### config.mk
export PLATFORM = sky130hd
export DESIGN_NAME = dsc_cross
export DESIGN_NICKNAME = d
export VERILOG_FILES = /design/src/rtl/core/dsc_pkg.sv /design/src/rtl/core/dsc_cross.sv
export SDC_FILE = /design/constraint.sdc
export NUM_CORES = 2
export LEC_CHECK = 0
export ABC_AREA = 1
export BUFFER_PORTS_ARGS = -buffer_cell sky130_fd_sc_hd__buf_2
export CAP_MARGIN = 20
export CELL_PAD_IN_SITES_DETAIL_PLACEMENT = 2
export CELL_PAD_IN_SITES_GLOBAL_PLACEMENT = 2
export CORE_MARGIN = 10
export CORE_UTILIZATION = 41
export CTS_CLUSTER_DIAMETER = 40
export DETAILED_ROUTE_END_ITERATION = 16
export PLACE_DENSITY_LB_ADDON = 0.15
export SLEW_MARGIN = 20
export SYNTH_ARGS = -nofsm -noshare
export SYNTH_HDL_FRONTEND = slang
export SYNTH_SLANG_ARGS = --single-unit
### constraint.sdc
create_clock -name clk -period 9.1 [get_ports clk]
set_clock_uncertainty 0.15 [all_clocks]
set_input_delay 1.365 -clock clk [delete_from_list [all_inputs] [get_ports clk]]
set_output_delay 1.365 -clock clk [all_outputs]
set_load 0.05 [all_outputs]
### src/rtl/core/dsc_pkg.sv
// shared types and constants of the moving-average crossover detector
package dsc_pkg;

	localparam int MAX_PERIOD_DEF  = 256;
	localparam int PRICE_WIDTH_DEF = 32;

	localparam int CFG_WIDTH = 9;
	localparam int CFG_IDX_W = 1;

	localparam logic [CFG_WIDTH-1:0] SHORT_PERIOD_RST = 9'd10;
	localparam logic [CFG_WIDTH-1:0] LONG_PERIOD_RST  = 9'd30;

	// result payload layout
	localparam int SUM_OUT_W    = 40;
	localparam int OUT_BUY_BIT  = 0;
	localparam int OUT_SELL_BIT = 1;
	localparam int OUT_SHORT_LO = 2;
	localparam int OUT_LONG_LO  = OUT_SHORT_LO + SUM_OUT_W;
	localparam int OUT_USED_W   = OUT_LONG_LO + SUM_OUT_W;
	localparam int OUT_DATA_W   = ((OUT_USED_W + 7) / 8) * 8;
	localparam int OUT_PAD_W    = OUT_DATA_W - OUT_USED_W;

	typedef enum logic [CFG_IDX_W-1:0] {
		REG_SHORT_PERIOD,
		REG_LONG_PERIOD
	} cfg_reg_t;

	typedef enum logic [1:0] {
		REL_BELOW,
		REL_EQUAL,
		REL_ABOVE
	} rel_t;

	// per-item control decided when the item is accepted
	typedef struct packed {
		logic sub_short;
		logic sub_long;
		logic status;
	} step_ctrl_t;

endpackage

### src/rtl/core/dsc_cross.sv
// cross-multiplied average compare, crossing detection and result register
module dsc_cross import dsc_pkg::*; #(
	parameter int SW = 41
) (
	input  logic                 clk,
	input  logic                 arst_n,
	input  logic                 restart,
	input  logic [CFG_WIDTH-1:0] eff_short,
	input  logic [CFG_WIDTH-1:0] eff_long,
	input  logic                 in_valid,
	output logic                 in_ready,
	input  logic                 in_status,
	input  logic [SW-1:0]        in_short_sum,
	input  logic [SW-1:0]        in_long_sum,
	output logic                 out_valid,
	input  logic                 out_ready,
	output logic                 out_status,
	output logic                 out_buy,
	output logic                 out_sell,
	output logic [SUM_OUT_W-1:0] out_short_sum,
	output logic [SUM_OUT_W-1:0] out_long_sum
);

	localparam int PROD_W = SW + CFG_WIDTH;

	logic                 v_s3;
	logic                 status_s3;
	logic [PROD_W-1:0]    prod_short_s3;
	logic [PROD_W-1:0]    prod_long_s3;
	logic [SUM_OUT_W-1:0] short_s3;
	logic [SUM_OUT_W-1:0] long_s3;
	logic                 ov_q;
	logic                 status_q;
	logic                 buy_q;
	logic                 sell_q;
	logic [SUM_OUT_W-1:0] short_q;
	logic [SUM_OUT_W-1:0] long_q;
	rel_t                 prev_rel_q;
	logic                 prev_valid_q;
	rel_t                 rel;
	logic                 rdy_out;
	logic                 move_s3;

	assign rdy_out  = !ov_q || out_ready;
	assign in_ready = !v_s3 || rdy_out;
	assign move_s3  = v_s3 && rdy_out;

	always_comb begin
		if (prod_short_s3 > prod_long_s3) begin
			rel = REL_ABOVE;
		end else if (prod_short_s3 == prod_long_s3) begin
			rel = REL_EQUAL;
		end else begin
			rel = REL_BELOW;
		end
	end

	always_ff @(posedge clk or negedge arst_n) begin
		if (!arst_n) begin
			v_s3         <= 1'b0;
			ov_q         <= 1'b0;
			prev_rel_q   <= REL_BELOW;
			prev_valid_q <= 1'b0;
		end else begin
			if (in_ready) begin
				v_s3 <= in_valid;
			end
			if (rdy_out) begin
				ov_q <= v_s3;
			end
			if (restart) begin
				prev_rel_q   <= REL_BELOW;
				prev_valid_q <= 1'b0;
			end else if (move_s3 && status_s3) begin
				prev_rel_q   <= rel;
				prev_valid_q <= 1'b1;
			end
		end
	end

	always_ff @(posedge clk) begin
		if (in_ready && in_valid) begin
			// short/S against long/L without dividing
			prod_short_s3 <= PROD_W'(in_short_sum) * PROD_W'(eff_long);
			prod_long_s3  <= PROD_W'(in_long_sum) * PROD_W'(eff_short);
			status_s3     <= in_status;
			short_s3      <= SUM_OUT_W'(in_short_sum);
			long_s3       <= SUM_OUT_W'(in_long_sum);
		end
		if (move_s3) begin
			status_q <= status_s3;
			buy_q    <= status_s3 && prev_valid_q && (rel == REL_ABOVE)
				&& (prev_rel_q != REL_ABOVE);
			sell_q   <= status_s3 && prev_valid_q && (rel == REL_BELOW)
				&& (prev_rel_q != REL_BELOW);
			short_q  <= status_s3 ? short_s3 : '0;
			long_q   <= status_s3 ? long_s3 : '0;
		end
	end

	assign out_valid     = ov_q;
	assign out_status    = status_q;
	assign out_buy       = buy_q;
	assign out_sell      = sell_q;
	assign out_short_sum = short_q;
	assign out_long_sum  = long_q;

endmodule

# Word-level counts from Yosys, hierarchy flattened
# Cells that the tools add are included.
[totals]
out_inout_bits = 85
inputBits = 106
ff_bits = 269
word_cells = 41
[classes]
n_lt_le_gt_ge = 1
n_mul = 2
eq_ne = 3
n_reduce_logical = 15
mux = 6
[ops]
columns = ["operator", "count"]
rows = [
  ["$mul 41x9->50", 2],
  ["$eq 50x50->1", 1],
  ["$gt 50x50->1", 1],
  ["$logic_and 1x1->1", 8],
  ["$mux 2", 3],
  ["$reduce_bool 2->1", 2],
  ["$mux 1", 3],
  ["$eq 2x2->1 const B", 1],
  ["$logic_not 1->1", 2],
  ["$logic_not 2->1", 1],
  ["$logic_or 1x1->1", 2],
  ["$ne 2x2->1 const B", 1],
]

# Longest topological paths before layout
[logic_depth]
ltp_word = 6
mapped_depth = 25
mapped_depth_nobuf = 23

# Worst setup path after synthesis
# Ideal clock, no wire load.
[synth_path]
path_type = "input to register"
startpoint = "in out_ready"
endpoint = "reg prev_rel_q[1]"
t_required_ps = 8883
path_slack_ps = 2529
n_path_buf = 0
arrival_ps = 6355
setup_time_ps = 67
path_stages = 8
path_cell_list = "inv_1 a21oi_1 nand2_1 nand2_1 nand2_1 nor2_1 nand2_1 nand2_1"
[synth_via]
elab_chain_cells = 4
[synth_lines]
columns = ["item", "line_no", "text"]
rows = [
  ["from (decl)", "dsc_cross.sv:16", "input logic out_ready,"],
  ["$logic_or 1x1->1", "dsc_cross.sv:44", "assign rdy_out = !ov_q || out_ready;"],
  ["$logic_and 1x1->1", "dsc_cross.sv:46", "assign move_s3 = v_s3 && rdy_out;"],
  ["net move_s3", "dsc_cross.sv:42", "logic move_s3;"],
  ["$logic_and 1x1->1", "dsc_cross.sv:74", "end else if (move_s3 && status_s3) begin"],
  ["$reduce_bool 2->1 (no line)", "--", ""],
  ["to (signal assigned)", "dsc_cross.sv:75", "prev_rel_q <= rel;"],
  ["to (decl)", "dsc_cross.sv:38", "rel_t prev_rel_q;"],
]
# The timed path passes the listed nets, and every way through them passes these cells.
# A chain may end at the register's enable or synchronous reset.

# Worst setup path after layout
[layout_path]
startpoint = "in eff_short[0]"
endpoint = "reg prod_long_s3[48], data pin"
[layout_via]
elab_chain_cells = 1
[layout_lines]
columns = ["item", "line_no", "text"]
rows = [
  ["from (decl)", "dsc_cross.sv:8", "input logic [CFG_WIDTH-1:0] eff_short,"],
  ["$mul 41x9->50", "dsc_cross.sv:85", "prod_long_s3 <= PROD_W'(in_long_sum) * PROD_W'(eff_short);"],
  ["to (signal assigned)", "dsc_cross.sv:85", ""],
  ["to (decl)", "dsc_cross.sv:29", "logic [PROD_W-1:0] prod_long_s3;"],
]
# No other way between the ends.

==> results.md <==
- The first global-routing pass estimated around 210000 µm of wire.
- The worst setup path is launched from a primary input.
- The net count reported at finish is 5626.
- The H-tree level count is 2.
- For the final routed database, the setup TNS stands at 0 ns.
- The most critical setup path has its startpoint at eff_short[0].
- After clock tree synthesis, the clock-pin slew on the worst setup and hold paths is 0.05 ns.
- Detailed placement ended at an HPWL of 104000 µm.
- The setup slack of the most critical reg-to-reg path is 6.39 ns.
- The routed length per placed instance is about 23 µm.
- The leakage power figure is 24.1 nW.
- The y dimension of the die is 317 µm.
- The ratio of final minimum period to clock period is between 70 and 80%.
- In this run the power density over the cells is approximately 380 mW/mm².
- The post-synthesis sequential area ratio is 22.2%.
- The total of fill cells in the finished design is 10000.
- Counting every sink on the clock net gives 269.
- The routed design has 137000 µm of wire.
- The number of iterations in the first detailed-routing pass is 5.
- Of the total power, the clock network draws 15.4%.
- Summed over all layers, the global routing overflow is 0.
- The clock tree from TritonCTS is yes.
- The data arrival at the endpoint of the critical path is 6.65 ns.
- Counting flops with a built-in enable in the synthesized netlist gives around 260.
- The clock reaches the later pin of the worst-skew pair after 0.68 ns.
- The path class of the lowest-slack min-delay path is register to register.
- The die covers 0.101 mm².
- The critical-path maximum fanout is 28.
- The type of destination of the critical path is a register.
- The cell type with the largest total area after synthesis is fa_1.
- The area fraction of the dominant cell type after synthesis is 30.3%.
- The mapped netlist covers 0.0362 mm².
- The total I/O pin count is 191.
- The detailed-routed wire length on met3 is 6650 µm.
- The DRC violations left is 0.
- Once the clock tree was built, the resizer swapped 0 gates to a different size.
- The relative slew slack is a little over a fifth.
- The count of cell types in the netlist is 38.
- The number of synthesized register bits is approximately 270.
- The fraction of final layout cells sized beyond drive strength 1 is approximately 7.5%.
- The global-route total usage across every layer is 27.8%.
- The area inside the core boundary is 0.0872 mm².
- The number of endpoints failing setup at the final stage is 0.
- Summed over all nets, wire length on met2 after detailed routing comes to around 68000 µm.
- The overall power is between 15 and 20 mW.
- The post-place instance area is 0.0380 mm².
- The maximum root-to-sink buffer count is 3.
- The count of port buffers added during placement is 190.
- In the final routing, the length of wire on met1 measures about 59000 µm.
- The endpoint identified for the worst register-to-register timing path is short_s3[36].
- Per report_power, the combinational group accounts for 70.0% of the total.
- Counting instances in the post-synthesis netlist gives the leading cell types as inv_1 (1481), nand2_1 (1477), fa_1 (548).
- The share of total power in sequential cells is 14.6%.
- Sorting the synthesized cells by area gives the leading types as fa_1 (30%), edfxtp_1 (22%), inv_1 (15%).
- The share of flip-flops with an asynchronous set or reset after synthesis is 1.86%.
- The flow ran to the end, and the final reports show no timing, DRC or antenna violations.
- The highest metal layer with signal wires is met4.
- The final count of pins violating max slew is 0.
- The total vias in the final route is 30000.
- The launch point of the worst reg-to-reg path is out_valid.
- A synthesized cell averages 7.70 µm².
- The antenna diode count is 0.
- The detail-routed via count per cell is 5.01.
- The tool flagged a number of max-cap violations equal to 0.
- The final estimated routing congestion in global placement is roughly 0.86.
- The summed area of non-filler cells in the final layout is 0.0402 mm².
- The most used flip-flop cell after synthesis is edfxtp_1.
- The number of buffers inserted by post-CTS setup repair is 0.
- At the pin with the least slew margin, the transition time is about 1.2 ns.
- The switching component of the power is about 8.5 mW.
- Data on the critical path is required at its endpoint by 9.37 ns.
- Once the floorplan was initialized, standard cells occupied 41.5% of the core.
- The worst reg-to-reg path cell count is 4.
- Buffers inserted during clock tree synthesis total 61.
- The leading cell type by number of instances after synthesis is inv_1.
- The quantity of hold-fixing buffers added after cts is 0.
- After layout, the minimum clock period comes to 6.38 ns.
- The worst setup path is of the primary input to register kind.
- The first-iteration detailed-routing DRC count is 1771.
- The internal power summed over all cells is between 6 and 7 mW.
- Across the VDD grid, the largest voltage drop is 0.000190 V.
- The number of warnings reported in the yosys synthesis log is 0.
- The number of nets with antenna violations after routing is 0.
- Setup repair after global routing left no endpoint under its margin.
- The via count of the first global-routing pass was 35700.
- Measured along the x axis, the die boundary spans around 320 µm.
- The termination of the worst setup path is prod_long_s3[48].
- Hold timing on the final database bottoms out at a slack of 0.315 ns.
- The number of failing hold endpoints at the final stage is 0.
- In this run the core area contains 108 standard-cell rows.
- The gate count of the mapped netlist is 4699.
- The clock tree root buffer cell is clkbuf_16.
- Counting every net in the synthesized netlist gives 5543.
- Entering global routing, the biggest net connects 80 pins.
- The initial antenna violation count is 1.
- The post-synthesis to final-layout area growth is 11.0%.
- The switching share of power is 55.6%.
- The maximum clock rate is around 160 MHz.
==> area by class of cell <==
class / instances / area [µm²] / share of cell area [%]
repair buffers: 201 / 1040 / 2.58
clock inverters: 54 / 627 / 1.56
flip-flops and latches: 269 / 8050 / 20.0
inverters: 1483 / 5570 / 13.9
well taps: 1155 / 1450 / 3.60
clock buffers: 62 / 1530 / 3.81
multi-input cells: 2766 / 21900 / 54.5
==> placed cells by master, fill, tap and decap left out, types with 9 or more instances in the layout <==
cell and count:
inv_1 1480, nand2_1 1477, fa_1 548, edfxtp_1 264, ha_1 190, buf_2 189
nor2_1 171, a21oi_1 93, nand3_1 89, clkbuf_16 61, xor2_1 42, o21ai_0 24
nor2_2 15, nand4_1 15, nor3_1 14, inv_6 14, o21bai_1 13, xnor2_1 13
nand2_2 12, buf_4 12, nand3_2 9
==> per-stage QoR <==
step	setup slack (ns)	util, %	cells
after floorplan	2.53	-	4699
after global placement	2.09	43.6	5874
after detailed placement	2.03	43.6	5874
final	2.72	46.1	5990
after CTS	2.69	46.1	5990
after global routing	2.48	46.1	5990
==> power by group through the flow <==
stage          clock [mW]  combinational [mW]  sequential, mW
6_report             2.36                10.7            2.24
3_3_place_gp            0                10.1            2.25
2_1_floorplan           0                6.71            2.27
3_5_place_dp            0                10.5            2.26
5_1_grt              2.44                12.0            2.26
4_1_cts              2.40                10.7            2.25
==> sequential cells by signal, summed over array words and instances, names as in the netlist <==
register,cells
long_s3,40
out_buy,1
out_long_sum,40
out_sell,1
out_short_sum,40
out_status,1
out_valid,1
prev_rel_q,2
prev_valid_q,1
prod_long_s3,50
prod_short_s3,50
short_s3,40
status_s3,1
v_s3,1
==> critical path, stage by stage <==
cell and delay (ns):
buf_2 0.64, buf_4 0.38, nand2_1 0.13, fa_1 0.44
inv_1 0.11, fa_1 0.43, fa_1 0.56, inv_1 0.05
fa_1 0.47, inv_1 0.04, ha_1 0.44, nand2_1 0.16
nor2_1 0.21, nand2_1 0.17, nor3_1 0.41, nand3_1 0.32
nand4_1 0.22, nand2_1 0.07
==> worst min path at each step <==
stage	from	endpoint	cells past startpoint
after detailed placement	status_s3	out_status	0
after CTS	status_s3	out_status	0
after global routing	arst_n	out_valid	1
after global placement	status_s3	out_status	0
after floorplan	status_s3	out_status	0
final	status_s3	out_status	0
==> metal layers <==
| metal | global-route usage [%] | vias up |
|---|---|---|
| met5 | 0 | - |
| met4 | 7.82 | 0 |
| met3 | 4.01 | 194 |
| met2 | 48.3 | 707 |
| met1 | 35.8 | 15600 |
| li1 | - | 13500 |
==> kinds of logic (layout without fill, tap and decap cells) <==
family,after synthesis,after routing,synth area share (%)
buf+inv,1664,1800,17.3
fa+ha+maj,738,738,36.9
compound gates,145,145,2.16
flops,269,269,22.2
xor+xnor,55,55,1.33
simple gates,1828,1828,20.1
(Power assumes the default switching activity.)
