**config.mk**
```make
export PLATFORM = sky130hd
export DESIGN_NAME = dsc_sums
export DESIGN_NICKNAME = d
export VERILOG_FILES = /design/src/rtl/core/dsc_pkg.sv /design/src/rtl/core/dsc_sums.sv
export SDC_FILE = /design/constraint.sdc
export NUM_CORES = 1
export LEC_CHECK = 0
export BUFFER_PORTS_ARGS = -buffer_cell sky130_fd_sc_hd__buf_2
export CORE_MARGIN = 5
export CORE_UTILIZATION = 53
export DETAILED_ROUTE_END_ITERATION = 10
export PLACE_DENSITY = 0.82
export SYNTH_ARGS = -nofsm -noshare
export SYNTH_HDL_FRONTEND = slang
export SYNTH_SLANG_ARGS = --single-unit
```
**constraint.sdc**
```tcl
create_clock -name clk -period 3.25 [get_ports clk]
set_input_delay 0.4875 -clock clk [delete_from_list [all_inputs] [get_ports clk]]
set_output_delay 0.4875 -clock clk [all_outputs]
set_load 0.02 [all_outputs]
```
**src/rtl/core/dsc_pkg.sv**
```systemverilog
// shared types and constants of the moving-average crossover detector
package dsc_pkg;

	localparam int MAX_PERIOD_DEF  = 256;
	localparam int PRICE_WIDTH_DEF = 32;

	localparam int CFG_WIDTH = 9;
	localparam int CFG_IDX_W = 1;

	localparam logic [CFG_WIDTH-1:0] SHORT_PERIOD_RST = 9'd10;
	localparam logic [CFG_WIDTH-1:0] LONG_PERIOD_RST  = 9'd30;

	// result payload layout
	localparam int SUM_OUT_W    = 40;
	localparam int OUT_BUY_BIT  = 0;
	localparam int OUT_SELL_BIT = 1;
	localparam int OUT_SHORT_LO = 2;
	localparam int OUT_LONG_LO  = OUT_SHORT_LO + SUM_OUT_W;
	localparam int OUT_USED_W   = OUT_LONG_LO + SUM_OUT_W;
	localparam int OUT_DATA_W   = ((OUT_USED_W + 7) / 8) * 8;
	localparam int OUT_PAD_W    = OUT_DATA_W - OUT_USED_W;

	typedef enum logic [CFG_IDX_W-1:0] {
		REG_SHORT_PERIOD,
		REG_LONG_PERIOD
	} cfg_reg_t;

	typedef enum logic [1:0] {
		REL_BELOW,
		REL_EQUAL,
		REL_ABOVE
	} rel_t;

	// per-item control decided when the item is accepted
	typedef struct packed {
		logic sub_short;
		logic sub_long;
		logic status;
	} step_ctrl_t;

endpackage

```
**src/rtl/core/dsc_sums.sv**
```systemverilog
// ring read stage and the running short and long window sums
module dsc_sums import dsc_pkg::*; #(
	parameter int PRICE_WIDTH = PRICE_WIDTH_DEF,
	parameter int SW          = 41
) (
	input  logic                   clk,
	input  logic                   arst_n,
	input  logic                   restart,
	input  logic                   in_valid,
	output logic                   in_ready,
	input  logic [PRICE_WIDTH-1:0] in_price,
	input  step_ctrl_t             in_ctrl,
	input  logic [PRICE_WIDTH-1:0] old_short,
	input  logic [PRICE_WIDTH-1:0] old_long,
	output logic                   out_valid,
	input  logic                   out_ready,
	output logic                   out_status,
	output logic [SW-1:0]          out_short_sum,
	output logic [SW-1:0]          out_long_sum
);

	logic                   v_s1;
	logic [PRICE_WIDTH-1:0] price_s1;
	step_ctrl_t             ctrl_s1;
	logic                   v_s2;
	logic                   status_s2;
	logic [SW-1:0]          short_sum_q;
	logic [SW-1:0]          long_sum_q;
	logic                   rdy_s2;
	logic                   move_s1;

	assign rdy_s2   = !v_s2 || out_ready;
	assign in_ready = !v_s1 || rdy_s2;
	assign move_s1  = v_s1 && rdy_s2;

	always_ff @(posedge clk or negedge arst_n) begin
		if (!arst_n) begin
			v_s1        <= 1'b0;
			v_s2        <= 1'b0;
			short_sum_q <= '0;
			long_sum_q  <= '0;
		end else begin
			if (in_ready) begin
				v_s1 <= in_valid;
			end
			if (rdy_s2) begin
				v_s2 <= v_s1;
			end
			if (restart) begin
				short_sum_q <= '0;
				long_sum_q  <= '0;
			end else if (move_s1) begin
				// add the new price, drop the one leaving each window
				short_sum_q <= short_sum_q + SW'(price_s1)
					- (ctrl_s1.sub_short ? SW'(old_short) : '0);
				long_sum_q  <= long_sum_q + SW'(price_s1)
					- (ctrl_s1.sub_long ? SW'(old_long) : '0);
			end
		end
	end

	always_ff @(posedge clk) begin
		if (in_ready && in_valid) begin
			price_s1 <= in_price;
			ctrl_s1  <= in_ctrl;
		end
		if (move_s1) begin
			status_s2 <= ctrl_s1.status;
		end
	end

	// the accumulators are the stage two payload
	assign out_valid     = v_s2;
	assign out_status    = status_s2;
	assign out_short_sum = short_sum_q;
	assign out_long_sum  = long_sum_q;

endmodule

```
* Word level (Yosys, flattened, before mapping)
Index checks and enable logic that the tools add are counted.
** Cells by class
- $add $sub $neg :: 4
- Reduce and logical (&&, ||, !) cells :: 7
- Multiplexer cells :: 6
** Operators with widths (number)
- $mux W41 :: 4
- $add A41 B32 Y41 :: 2
- $sub A41 B32 Y41 :: 2
- $mux W32 :: 2
- $logic_and A1 B1 Y1 :: 2
- $logic_not A1 Y1 :: 2
- $logic_or A1 B1 Y1 :: 2
- $reduce_bool A2 Y1 :: 1
** Word-level totals
- Flip-flop bits (word level) :: 120
- Output and inout port bits :: 85

* Depth between registers and ports, before layout
Gate-level depths: netlist (run 1).
- Word-level depth :: 5
- Mapped depth :: 16
- Mapped depth without buffers :: 16

* Least setup slack after synthesis (run 1)
Ideal clock, no wire load.
- Kind :: flip-flop to flip-flop
- Start point :: reg ctrl_s1[1] (netlist bit)
- End point :: reg long_sum_q[40], in the netlist out_long_sum[40]
- Data required time :: 3.125 ns
- Stages on the path, launching flop included :: 15
- Data arrival time :: 3.486 ns
- Setup slack :: -0.361 ns
- Cell sequence :: edfxtp_1 > clkbuf_1 > and2_1 > fa_1 > fa_1 > nor2b_1 > o211ai_1 > a31oi_1 > a211oi_1 > o21ba_2 > o21ai_1 > a221oi_2 > nand4b_1 > o211ai_1 > mux2_2
** On the way
- Longest elaborated chain between the ends :: 4
** RTL lines
- from (decl) :: RTL line dsc_sums.sv:24 : step_ctrl_t ctrl_s1;
- from (signal assigned) :: RTL line dsc_sums.sv:65 : ctrl_s1 <= in_ctrl;
- $mux W32 :: RTL line dsc_sums.sv:57 : - (ctrl_s1.sub_long ? SW'(old_long) : '0);
- $sub A41 B32 Y41 :: RTL line dsc_sums.sv:57
- $mux W41 :: RTL line dsc_sums.sv:52 : end else if (move_s1) begin
- $mux W41 :: RTL line dsc_sums.sv:49 : if (restart) begin
- to (signal assigned) :: RTL line dsc_sums.sv:56 : long_sum_q <= long_sum_q + SW'(price_s1)
- to (decl) :: RTL line dsc_sums.sv:28 : logic [SW-1:0] long_sum_q;
No other way between the ends. The select of a mux whose other input is x is not followed.
A chain may end at the register's enable or synchronous reset.

* Worst setup path after layout (run 1)
- Start point :: reg ctrl_s1[2] (netlist bit)
- End point :: reg short_sum_q[40], in the netlist out_short_sum[40]
** On the way
- Longest elaborated chain between the ends :: 4
** RTL lines
- $mux W32 :: RTL line dsc_sums.sv:55 : - (ctrl_s1.sub_short ? SW'(old_short) : '0);
- $sub A41 B32 Y41 :: RTL line dsc_sums.sv:55
- $mux W41 :: RTL line dsc_sums.sv:52
- $mux W41 :: RTL line dsc_sums.sv:49
- to (signal assigned) :: RTL line dsc_sums.sv:54 : short_sum_q <= short_sum_q + SW'(price_s1)
- to (decl) :: RTL line dsc_sums.sv:27 : logic [SW-1:0] short_sum_q;
No other way between the ends. The select of a mux whose other input is x is not followed.

==> impl_results.md, run 1 <==
- Final slew viol count: 0
- CTS Buf Count: 17
- CP Launch Type: register
- CP endpoint kind: register
- Largest net degree at the start of global routing: 68
- Routed via count: 11417
- WL/cell: 18.74 um
- Die span in y: 154.9 um
- Power Total: 19400 uW
- Min-delay worst type: in2async
- Fillers: 1370
- MaxCap Viol Count: 0
- Syn Nets: 1593
- Commonest non-fill, non-tap cell in the layout: inv_1
- Synth async-reset ratio: 70.00%
- Share of layout cells above drive strength 1: 36.41%
- First-pass detailed-route iteration total: 6
- Number of H-tree levels: 4
- Worst Hold Slack: 0.1104 ns
- DP HPWL: 26260 um
- Total Routing Usage GR: 30.44%
- Number of synthesized flops with an enable pin: 36
- Initial Util: 53.43%
- First-pass GRT wire length: 58770 um
- Synth top area cells: dfrtp_1 19%, fa_1 12%, edfxtp_1 9.7%
- Post-synthesis sequential area ratio: 28.61%
- Final TNS setup: -14.73 ns
- Arrival @ worst endpoint: 4.04 ns
- WP data required: 3.53 ns
- Worst-case clock buffer depth: 2
- Critical path class: reg2reg
- Fin. Hold Viols: 0
- Peak fanout along the critical path: 12
- Worst-Skew Late Latency: 0.43 ns
- Antenna diode count: 0
- # hold bufs at CTS: 0
- Post-synth top area share: 18.89%
- Yosys reg bits: 120
- Setup WS post-layout: -0.5132 ns
- Minimum clock period: 3.763 ns
- Post-Synthesis Cell Area: 0.01113 sq mm
- Leading area contributor after synthesis: dfrtp_1
- Worst-case vdd ir drop: 640.3 uV
- Final net count: 1992
- Clock-pin slew on the worst setup and hold paths: 0.06 ns
- Leak Pwr: 0.007905 uW
- Antenna violations before repair: 1
- Routed Antenna Nets: 0
- Worst slew margin: 29.44%
- Die Area: 0.02399 sq mm
- Post-Place Cell Area: 0.01407 sq mm
- GP Congestion: 0.9256
- Initial DRC Count: 931
- Row count: 53
- Fmax: 0.2657 GHz
- Outcome: finished, violations left
- Sink Count: 120
- Synth warnings: 0
- Vias in the first global route: 11814
- Synth Area per Inst: 8.284 sq um
- Unrepaired setup endpoints after global routing: true
- Mapped Cells: 1343
- Drt via density: 5.624
- Final Util: 76.26%
- Failing checks: negative setup slack
- Die Wd: 154.9 um
- CTS root buffer: clkbuf_16
- Library cells used by synthesis: 59
- Fin crit share: 115.8%
- Grt ovf: 0
- Worst-margin pin slew: 1.058 ns
- CTS tree: done
- Top Ports: 189
- Commonest non-fill, non-tap cells in the layout: 237 x inv_1, 226 x buf_4, 187 x buf_2, 147 x nand2_1, 110 x a21oi_1
- Core area: 0.02082 sq mm
- Cell Pwr Density: 1222 mW/mm^2
- Synth Flop Type: dfrtp_1
- Clk_skew: 0.01101 ns
- Area grow syn2layout: 42.73%
- Design area: 0.01588 sq mm
- Final WL: 38040 um
- Number of port buffers: 188
- Drt drc: 0
- Final Setup Violations: 53
[per-layer routing]
| metal | GRT usage, % | routed length (um) | up-vias |
|---|---|---|---|
| met1 | 38.60 | 15010 | 5505 |
| met5 | 0 | 14 | - |
| met2 | 51.36 | 18600 | 553 |
| met4 | 12.07 | 1527 | 2 |
| li1 | - | - | 5227 |
| met3 | 5.981 | 2892 | 130 |
[final timing paths]
kind,startpoint,end,slack (ns),depth (start not counted)
setup / recovery,ctrl_s1[2]$_DFFE_PP_,out_short_sum[40]$_DFFE_PN0P_,-0.51,17
hold / removal,arst_n,out_long_sum[36]$_DFFE_PN0P_,0.11,1
setup reg to reg,ctrl_s1[2]$_DFFE_PP_,out_short_sum[40]$_DFFE_PN0P_,-0.51,17
hold reg to reg,ctrl_s1[0]$_DFFE_PP_,out_status$_DFFE_PP_,0.44,0
max in group asynchronous,arst_n,out_long_sum[18]$_DFFE_PN0P_,2.33,2
min in group clk,in_price[7],price_s1[7]$_DFFE_PP_,0.23,1
[state kept, by name (all words and copies together), names as in the netlist]
name	cells
out_status	1
out_short_sum	41
v_s1	1
out_valid	1
out_long_sum	41
ctrl_s1	3
price_s1	32
[worst max-delay path, stage by stage, from the launching register on]
cell,delay [ns]
edfxtp_1,0.40
buf_4,0.15
buf_4,0.19
and2_1,0.18
fa_1,0.57
inv_1,0.10
ha_4,0.30
nand3_4,0.08
buf_4,0.16
nor2_1,0.19
a221oi_4,0.11
o21a_1,0.19
o41a_1,0.15
a22oi_2,0.27
nand4_1,0.14
a31oi_2,0.21
xnor2_1,0.15
nor2_1,0.06
[cell usage after synthesis, drive strengths merged, types with 3 or more instances]
cell type,number
a211oi,11
a21boi,3
a21o,44
a21oi,140
a22o,15
a31oi,15
and2,72
and3,12
buf,3
clkbuf,47
dfrtp,84
edfxtp,36
fa,64
ha,82
inv,254
nand2,152
nand2b,7
nand3,19
nand3b,3
nand4,17
nor2,51
nor2b,7
nor3,13
nor4,3
o211ai,7
o21a,10
o21ai,48
o21bai,13
o31ai,8
or3,7
xnor2,46
xor2,23
[power breakdown]
group	switching [uW]	internal (uW)
Combinational	7940	7240
Clock	757	1160
Sequential	320	1990
Total	9020	10400
[area by class of cell]
type                       instances  area (sq um)  area share (%)
clock buffer                      23         467.9           2.947
clock inverter                     9         101.3          0.6382
inverter                         254         953.4           6.004
multi-input combinational        919          7968           50.17
sequential                       120          3183           20.04
tap                              275         344.1           2.167
timing repair buffer             430          2863           18.03
[logic make-up (layout without fill, tap and decap cells)]
kind of cell,after synthesis,count (layout),synth area share [%]
buf+inv,304,716,10.26
compound gates,333,333,18.81
mux,2,2,0.1912
fa+ha+maj,146,146,20.74
simple gates,369,369,15.96
xor+xnor,69,69,5.432
flops,120,120,28.61
[through the flow]
stage               cells  setup WS [ns]
finish               2030        -0.5132
global route         2030        -0.6534
CTS                  2013        -0.3783
detailed placement   1960        -0.5460
global placement     1960        -0.5033
floorplan            1343        -0.1819
[repair_timing]
item                                    in CTS  in global routing
buffers inserted                            20                 17
pin swaps                                   55                 51
endpoints found under the setup margin      51                 63
resized for setup                          128                 57
gates cloned                                 1                  1
No activity file was read; power rests on OpenSTA's default activity.
==> run 2: changes to the inputs <==
--- a/config.mk
+++ b/config.mk
@@ -6,7 +6,6 @@
 export NUM_CORES = 1
 export LEC_CHECK = 0
 export BUFFER_PORTS_ARGS = -buffer_cell sky130_fd_sc_hd__buf_2
-export CORE_MARGIN = 5
 export CORE_UTILIZATION = 53
 export DETAILED_ROUTE_END_ITERATION = 10
 export PLACE_DENSITY = 0.82
==> impl_results.md, run 2 (synthesized netlist as in run 1, its figures left out) <==
- Non-Filler Instances: 2040 (+0.49%)
- Die Wd: 146.9 um (-5.2%)
- DP HPWL: 25160 um (-4.2%)
- Fin. Hold Viols: 0 (unchanged)
- Final Setup Violations: 61 (+15%)
- Design area: 0.01635 sq mm (+3.0%)
- Number of port buffers: 188 (unchanged)
- Vias in the first global route: 11725 (-0.75%)
- Drt via density: 5.795 (+3.0%)
- Worst slew margin: 28.86% (-0.58 points)
- Antenna violations before repair: 1 (unchanged)
- Top Ports: 189 (unchanged)
- Sink Count: 120 (unchanged)
- Peak fanout along the critical path: 7 (-5)
- Area grow syn2layout: 46.99%
- Final WL: 41200 um (+8.3%)
- Clk_skew: 0.01437 ns (+0.003358 ns)
- Worst Hold Slack: 0.1124 ns (+0.002035 ns)
- Share of layout cells above drive strength 1: 39.68% (+3.3 points)
- Worst-case clock buffer depth: 2 (unchanged)
- Fillers: 1190 (-13%)
- Commonest non-fill, non-tap cells in the layout: 238 x inv_1, 217 x buf_4, 187 x buf_2, 146 x nand2_1
- Worst-margin pin slew: 1.067 ns (+0.008699 ns)
- Clock-pin slew on the worst setup and hold paths: 0.06 ns (about the same)
- Leak Pwr: 0.008079 uW (+2.2%)
- Routed via count: 11822 (+3.5%)
- Worst-Skew Late Latency: 0.45 ns (+0.02 ns)
- WP data required: 3.58 ns (+0.05 ns)
- CP Launch Type: register
- Final net count: 2006 (+0.70%)
- Core area: 0.02043 sq mm (-1.9%)
- Die Area: 0.02158 sq mm (-10%)
- GP Congestion: 0.9819 (+6.1%)
- Final TNS setup: -20.51 ns (-5.781 ns)
- Number of H-tree levels: 4 (unchanged)
- Drt drc: 0 (unchanged)
- Outcome: finished, violations left
- Initial Util: 54.46% (+1.0 points)
- Worst-case vdd ir drop: 691.8 uV (+8.0%)
- CTS Buf Count: 17 (unchanged)
- Grt ovf: 0 (unchanged)
- Post-Place Cell Area: 0.01403 sq mm (-0.31%)
- Failing checks: negative setup slack
- Row count: 52 (-1.9%)
- Critical path class: reg2reg
- Unrepaired setup endpoints after global routing: true
- Initial DRC Count: 893 (-4.1%)
- First-pass detailed-route iteration total: 6 (unchanged)
- CTS tree: done
- MaxCap Viol Count: 0 (unchanged)
- Die span in y: 146.9 um (-5.2%)
- Setup WS post-layout: -0.7077 ns (-0.1944 ns)
- Minimum clock period: 3.958 ns (+0.1944 ns)
- CTS root buffer: clkbuf_16
- Fin crit share: 121.8% (+6.0 points)
- # hold bufs at CTS: 0 (unchanged)
- WL/cell: 20.20 um (+7.8%)
- Routed Antenna Nets: 0 (unchanged)
- Fmax: 0.2527 GHz (-4.9%)
- Final slew viol count: 0 (unchanged)
- Commonest non-fill, non-tap cell in the layout: inv_1
- Cell Pwr Density: 1272 mW/mm^2 (+4.1%)
- DP Cell Count: 1950 (-0.51%)
- Final Util: 80.05% (+3.8 points)
- Largest net degree at the start of global routing: 70 (+2.9%)
- CP endpoint kind: register
- First-pass GRT wire length: 59230 um (+0.77%)
- Total Routing Usage GR: 35.26% (+4.8 points)
- Arrival @ worst endpoint: 4.29 ns (+0.25 ns)
- Min-delay worst type: in2async
run 2: cell types whose count changed in the layout (fill, tap and decap cells not counted), moves of 4 or more:
cell,delta
xnor2_1,-9
buf_4,-9
a21oi_4,+6
and2_4,+5
a21oi_2,+20
a21oi_1,-26
buf_6,+22
clkbuf_1,-4
and2_1,-5
xnor2_2,+9
run 2: power breakdown:
part           leakage [uW]  internal, uW  switching, uW
Combinational       0.00634          7860           8640
Sequential          0.00146          1990            333
Clock              0.000271          1150            819
run 2: final cells by class:
cell class | instances | area (sq um) | area share (%)
Antenna cell | 1 | 2.502 | 0.01530
Sequential cell | 120 | 3183 | 19.46
Clock inverter | 14 | 150.1 | 0.9181
Timing Repair Buffer | 444 | 3060 | 18.71
Tap cell | 270 | 337.8 | 2.066
Inverter | 254 | 953.4 | 5.830
Multi-Input combinational cell | 919 | 8227 | 50.31
Clock buffer | 18 | 439.2 | 2.686
run 2: per-layer routing:
layer  global-route usage (%)  up-vias  wire, um
li1                         -     5251         -
met1                    42.98     5654     15270
met2                    59.29      730     19950
met3                    6.988      187      3596
met4                    18.13        0      2386
met5                        0        -         0
run 2: path summary, 6_finish.rpt:
path                                                end                 start  cells after the start  slack [ns]
hold / removal             out_long_sum[36]$_DFFE_PN0P_                arst_n                      1        0.11
min in group clk                  price_s1[3]$_DFFE_PP_           in_price[3]                      1        0.21
setup / recovery           out_long_sum[37]$_DFFE_PN0P_  ctrl_s1[1]$_DFFE_PP_                     16       -0.71
max in group asynchronous  out_long_sum[26]$_DFFE_PN0P_                arst_n                      2        2.35
setup reg to reg           out_long_sum[37]$_DFFE_PN0P_  ctrl_s1[1]$_DFFE_PP_                     16       -0.71
hold reg to reg                    out_status$_DFFE_PP_  ctrl_s1[0]$_DFFE_PP_                      0        0.43
run 2: critical path, cell delays in order (launching register included):
cell,delay [ns]
edfxtp_1,0.38
buf_6,0.16
buf_8,0.14
and2_1,0.20
fa_1,0.60
inv_1,0.13
ha_4,0.28
a21oi_2,0.21
o21ai_1,0.11
a31oi_2,0.21
o31ai_4,0.14
a21boi_2,0.22
o31ai_4,0.09
a221o_1,0.41
a211oi_2,0.27
xnor2_1,0.10
a22o_1,0.19
run 2: metrics by stage:
step                setup WS, ns  total power (uW)
floorplan                -0.1819             10440
global placement         -0.5028             14470
detailed placement       -0.5334             14750
CTS                      -0.3763             18520
global route             -0.7307             21970
finish                   -0.7077             20790
run 2: timing repair:
| action | 4_1_cts | 5_1_grt |
|---|---|---|
| gates cloned | 3 | 0 |
| pin swaps | 82 | 97 |
| setup endpoints to repair | 57 | 64 |
| setup buffers | 31 | 31 |
| gates resized for setup | 152 | 118 |
